===== config.mk =====
export PLATFORM = sky130hd
export DESIGN_NAME = pbbt_cell
export DESIGN_NICKNAME = d
export VERILOG_FILES = /design/src/hdl/pbbt_pkg.sv /design/src/hdl/pbbt_cell.sv
export SDC_FILE = /design/constraint.sdc
export NUM_CORES = 1
export LEC_CHECK = 0
export BUFFER_PORTS_ARGS = -buffer_cell sky130_fd_sc_hd__buf_2
export CAP_MARGIN = 20
export CORE_MARGIN = 4
export CORE_UTILIZATION = 50
export CTS_BUF_LIST = sky130_fd_sc_hd__clkbuf_4 sky130_fd_sc_hd__clkbuf_8
export CTS_CLUSTER_DIAMETER = 40
export DETAILED_ROUTE_END_ITERATION = 6
export PLACE_DENSITY_LB_ADDON = 0.3
export SLEW_MARGIN = 5
export SYNTH_ARGS = -nofsm -noshare
export SYNTH_HDL_FRONTEND = slang
export SYNTH_SLANG_ARGS = --single-unit
export TNS_END_PERCENT = 20

===== constraint.sdc =====
create_clock -name clk -period 9.27 [get_ports clk]
set_input_delay 0 -clock clk [delete_from_list [all_inputs] [get_ports clk]]
set_output_delay 0 -clock clk [all_outputs]
set_load 0.01 [all_outputs]

===== src/hdl/pbbt_pkg.sv =====
// Shared types, constants and codes for the per-color bounding box table.
package pbbt_pkg;

  localparam int TABLE_ENTRIES = 64;
  localparam int COORD_BITS    = 12;
  localparam int COLOR_BITS    = 24;
  localparam int SPAN_BITS     = COORD_BITS + 1;
  localparam int SLOT_BITS     = $clog2(TABLE_ENTRIES + 1);

  localparam int IN_DATA_BITS  = ((COLOR_BITS + 2 * COORD_BITS + 7) / 8) * 8;
  localparam int OUT_DATA_BITS = ((6 * COORD_BITS + SPAN_BITS + 7) / 8) * 8;

  typedef enum logic [1:0] {
    CMD_PIXEL = 2'd0,
    CMD_QUERY = 2'd1,
    CMD_CLEAR = 2'd2
  } cmd_t;

  typedef enum logic [1:0] {
    ST_EXISTING  = 2'd0,
    ST_NEW       = 2'd1,
    ST_NOT_FOUND = 2'd2,
    ST_FULL      = 2'd3
  } status_t;

  typedef struct packed {
    logic                    clear;
    logic                    write;
    logic [COLOR_BITS-1:0]   color;
    logic [COORD_BITS-1:0]   x;
    logic [COORD_BITS-1:0]   y;
  } bbt_req_t;

  typedef struct packed {
    logic [COORD_BITS-1:0] min_x;
    logic [COORD_BITS-1:0] min_y;
    logic [COORD_BITS-1:0] max_x;
    logic [COORD_BITS-1:0] max_y;
    logic [COORD_BITS-1:0] last_x;
    logic [COORD_BITS-1:0] last_y;
  } bbt_entry_t;

endpackage


===== src/hdl/pbbt_cell.sv =====
// One table entry: color match, bounding box update and valid flag.
module pbbt_cell
  import pbbt_pkg::*;
(
  input  logic       clk,
  input  logic       rst_n,
  input  bbt_req_t   req,
  input  logic       alloc,
  output logic       valid,
  output logic       hit,
  output bbt_entry_t view
);

  logic                  valid_r;
  logic [COLOR_BITS-1:0] color_r;
  bbt_entry_t            entry_r;
  bbt_entry_t            merged;

  assign valid = valid_r;
  assign hit   = valid_r && (color_r == req.color);

  always_comb begin
    merged.min_x  = (req.x < entry_r.min_x) ? req.x : entry_r.min_x;
    merged.min_y  = (req.y < entry_r.min_y) ? req.y : entry_r.min_y;
    merged.max_x  = (req.x > entry_r.max_x) ? req.x : entry_r.max_x;
    merged.max_y  = (req.y > entry_r.max_y) ? req.y : entry_r.max_y;
    merged.last_x = req.x;
    merged.last_y = req.y;
  end

  assign view = req.write ? merged : entry_r;

  always_ff @(posedge clk) begin
    if (!rst_n) begin
      valid_r <= 1'b0;
    end else if (req.clear) begin
      valid_r <= 1'b0;
    end else if (alloc) begin
      valid_r <= 1'b1;
    end
  end

  always_ff @(posedge clk) begin
    if (alloc) begin
      color_r        <= req.color;
      entry_r.min_x  <= req.x;
      entry_r.min_y  <= req.y;
      entry_r.max_x  <= req.x;
      entry_r.max_y  <= req.y;
      entry_r.last_x <= req.x;
      entry_r.last_y <= req.y;
    end else if (req.write && hit) begin
      entry_r <= merged;
    end
  end

endmodule


Word level (Yosys, flattened, before mapping)
Cells that the tools add are included.
{ "classes": {"add_sub_neg": 0, "n_mul": 0, "div_mod_pow": 0, "magnitude_cmp": 4, "eq_ne": 1, "shift": 0, "muxes": 7, "bitwise_logic": 1, "reduce_logical": 4} }
{ "op_table": {"columns": ["op", "n"], "rows": [
  ["72-bit 2-to-1 mux", 3],
  ["12-bit 2-to-1 mux", 4],
  ["24-bit equality test", 1],
  ["12-bit greater-than comparator", 2],
  ["12-bit less-than comparator", 2],
  ["1-bit logical AND", 2],
  ["2-bit nonzero test", 1],
  ["2-bit OR reduction", 1],
  ["1-bit NOT", 1]
]} }
{ "word_totals": {"reg_bits": 97, "latch_bits": 0, "ram_bits": 0, "mem_bits_ro": 0, "out_inout_bits": 74, "word_cells": 25, "mem_count": 0} }

Logic depth before layout (Yosys ltp)
{ "depth": {"word_depth": 5, "ltp_mapped": 10, "ltp_nobuf": 7} }

Worst setup path before layout
Ideal clock, no wire load.
{ "synth_path": {"path_kind": "register -> register", "from": "register color_r[22]", "to": "register entry_r[0] in the netlist's numbering, enable pin", "arrival_time_ns": 2.949, "slack_ns": 5.892, "path_stages_with_launch": 6, "period_less_slack_ns": 3.378, "path_cell_list": "edfxtp_1 -> xor2_1 -> nor4_1 -> nand3_1 -> nor4_1 -> a21o_1"} }
{ "synth_via": {"elab_chain_len": 4} }
{ "synth_lines": {"columns": ["item", "line", "rtl"], "rows": [
  ["start, declared", "pbbt_cell.sv:15", "logic [COLOR_BITS-1:0] color_r;"],
  ["start signal, assigned", "pbbt_cell.sv:45", "color_r <= req.color;"],
  ["24-bit equality test", "pbbt_cell.sv:20", "assign hit = valid_r && (color_r == req.color);"],
  ["1-bit logical AND", "pbbt_cell.sv:20", null],
  ["named net hit", "pbbt_cell.sv:10", "output logic hit,"],
  ["1-bit logical AND", "pbbt_cell.sv:52", "end else if (req.write && hit) begin"],
  ["2-bit nonzero test (no source line)", null, null],
  ["end signal, assigned", "pbbt_cell.sv:53", "entry_r <= merged;"],
  ["end, declared", "pbbt_cell.sv:16", "bbt_entry_t entry_r;"]
]} }
The timed path passes the listed nets, and every way through them passes these cells.
A chain may end at the register's enable or synchronous reset.

==> summary.txt <==
Commonest cells post-synth: edfxtp_1 (96), mux2_2 (84), inv_1 (48)
metal2 WL: 7840 um
Starting Density: 51.9%
initial antenna violation count: 0
Core ar.: 12800 um^2
DRC: 0
IO Port Bufs: 126
drt pass-1 iters: 5
synthesized area: 6650 um^2
top post-synthesis cells by area: edfxtp_1 (43%), mux2_2 (14%), ha_1 (8.7%)
Hold Fails Final Rpt: 0
slowest stage cell on the critical path: o311ai_2
routed len/inst: 17.2 um
vias: 5321
outcome: finished clean
Synth area leader: edfxtp_1
Area growth syn-to-layout: 22.6%
initial detailed-routing violation count: 427
area of the multi-input gates: 3430 um^2
pwr/cell area: 147 nW/um^2
Synth warnings: 0
Setup TNS: 0 ns
Pwr Total: 1.20 mW
die extent in y: 123 um
CTS tree: built
CP max stage delay: 0.73 ns
Static Leakage: 3.42 nW
FF-to-FF Start: entry_r[71]
Adder-Cell Fraction of Synth Area: 8.65%
Post-synth EDFFs: 96
vias in the first global route: 5253
first-pass GRT wire length: 25700 um
WHS Path Cells: 5
main combinational cell family by area after synthesis: multiplexers
worst relative slew slack: 35.6%
die width: 123 um
RR Endpoint: entry_r[64]
Ports: 127
net count after synthesis: 694
final setup fails: 0
Worst Reg-to-Reg Cells: 8
FF+latch area: 2900 um^2
final slew viol count: 0
RePlAce Congestion: 0.839
R2R setup slack: 6.60 ns
CP Data Arrival Time: 3.21 ns
clock slew seen by the registers of the worst setup and hold paths: 0.10 ns
register area share after synthesis: 43.6%
worst setup path class: flip-flop to output pin
HP Start: alloc
Die Area: 15200 um^2
Synth top area share: 43.3%
Synth Flop Type: edfxtp_1
Unique masters post-synth: 40
Worst EP required: 9.27 ns
slew at the pin with the worst max-slew slack: 0.966 ns
post-synthesis cell count: 595
Compound-Gate Fraction of Synth Area: 10.6%
post-synthesis mux area share: 16.8%
clk buf depth: 2
max-cap violations: 0
largest net degree at the start of global routing: 73
CTS buffer count: 9
hold crit path type: primary input to flip-flop
nets: 858
Seq cells post-synth: 97
H-tree levels: 3
antenna viol nets, final: 0
dpl hpwl: 10300 um
RSZ-0062 raised after global routing: no
CTS Sinks: 97
Worst setup EP type: output pin
Async SR Flop Fraction: 0%
Max Freq: 0.312 GHz
Post-CTS Repair Setup Buffers: 0
Synth Area in XOR/XNOR: 3.16%
share of layout cells above drive strength 1: 33.0%
Final Critical Period: 3.21 ns
top-count cell post-synth: edfxtp_1
type of origin of the critical path: flip-flop
n_diodes: 0
skew final: 0.0135 ns
synthesized area per cell: 11.2 um^2
met1 wire length: 7050 um
row cnt: 41
post-synthesis simple-gate area fraction: 11.9%
Routed WL: 16100 um
Worst VDD drop: 96.4 uV
Min-Delay Endpoint: entry_r[41]
Root Buffer: clkbuf_8
highest routed layer: met4
Avg Vias per Cell: 5.68
Cell Chain, Critical Path: inv_1, ha_1, a21oi_1, nand2_1, a21o_1, o311ai_2, buf_6, mux2_2, buf_2
crit path max fanout: 25
worst skew pair latency: 0.39 ns
GRT Util Overall: 21.3%
Final period util: 34.6%
DR WL met3: 1020 um
# fillers: 1017
GR Overflow Total: 0
## how the worst max path moves through the flow
stage	endpoint	startpoint	cells past startpoint
floorplan	entry_r[0]	color_r[22]	5
global placement	view[47]	entry_r[46]	8
detailed placement	view[35]	entry_r[34]	8
CTS	view[35]	entry_r[34]	8
global route	view[37]	entry_r[46]	9
finish	view[41]	entry_r[46]	9
## state kept, by name (all words and copies together), names as in the netlist
| register | cells |
|---|---|
| entry_r | 72 |
| color_r | 24 |
| valid | 1 |
## critical path, delay by kind of cell (launching register included)
kind	cells	cell delay, ns
and+or+nand+nor	1	0.06
adders and majority gates	1	0.24
muxes	1	0.34
buffers and inverters	3	0.46
DFF	1	0.43
AOI/OAI and AO/OA	3	1.28
## logic make-up after synthesis
| group | Yosys count |
|---|---|
| muxes | 96 |
| AOI/OAI and AO/OA | 112 |
| adders and majority gates | 46 |
| xor gates and xnor gates | 24 |
| DFF | 97 |
| buffers and inverters | 81 |
| and+or+nand+nor | 139 |
## repair_timing
item / CTS / global route
gates resized for setup: 0 / 0
setup endpoints to repair: 0 / 0
endpoints found under the hold margin: 49 / 0
hold buffers: 50 / 0
## area by class of cell
class	instances	share of cell area (%)
sequential	97	35.6
clock inverter	6	1.12
clock buffer	10	1.61
timing repair buffer	186	14.8
multi-input combinational	417	42.0
tap	172	2.64
inverter	48	2.21
## per-layer routing
metal	global-route usage, %	vias to the layer above
met3	4.62	12
met1	27.9	2549
met4	6.23	0
li1	-	2598
met2	35.5	162
met5	0	-
## report_power, final
part | internal [mW] | total, mW | switching [mW]
registers | 0.532 | 0.554 | 0.0224
logic | 0.162 | 0.334 | 0.172
clock network | 0.157 | 0.314 | 0.158
total | 0.850 | 1.20 | 0.352
## placed cells by master (no fill, tap or decap), types with 9 or more instances in the layout
cell type	Yosys	final
edfxtp_1	96	96
a21oi_1	16	16
o211ai_1	26	26
a31oi_1	25	25
o21ai_0	30	30
xnor2_1	9	9
clkbuf_8	1	9
mux2_2	84	84
inv_1	48	48
buf_4	0	9
mux2_4	10	10
nand3_1	30	30
ha_1	46	46
nand2b_1	26	26
or4_1	24	24
nand2_1	31	31
xor2_1	15	15
dlygate4sd3_1	0	50
buf_2	6	126
## metrics by stage
step | std cells | instance area, um^2 | hold slack [ns] | worst slack (ns) | util [%]
floorplan | 595 | 6650 | 0.0761 | 5.89 | -
global placement | 867 | 7410 | 0.165 | 6.34 | 57.8
detailed placement | 868 | 7420 | 0.169 | 6.30 | 57.9
CTS | 934 | 8140 | 0.108 | 5.86 | 63.5
global route | 936 | 8160 | 0.178 | 5.81 | 63.6
finish | 936 | 8160 | 0.115 | 6.06 | 63.6
Note: power is estimated with default switching activity, not from simulation.
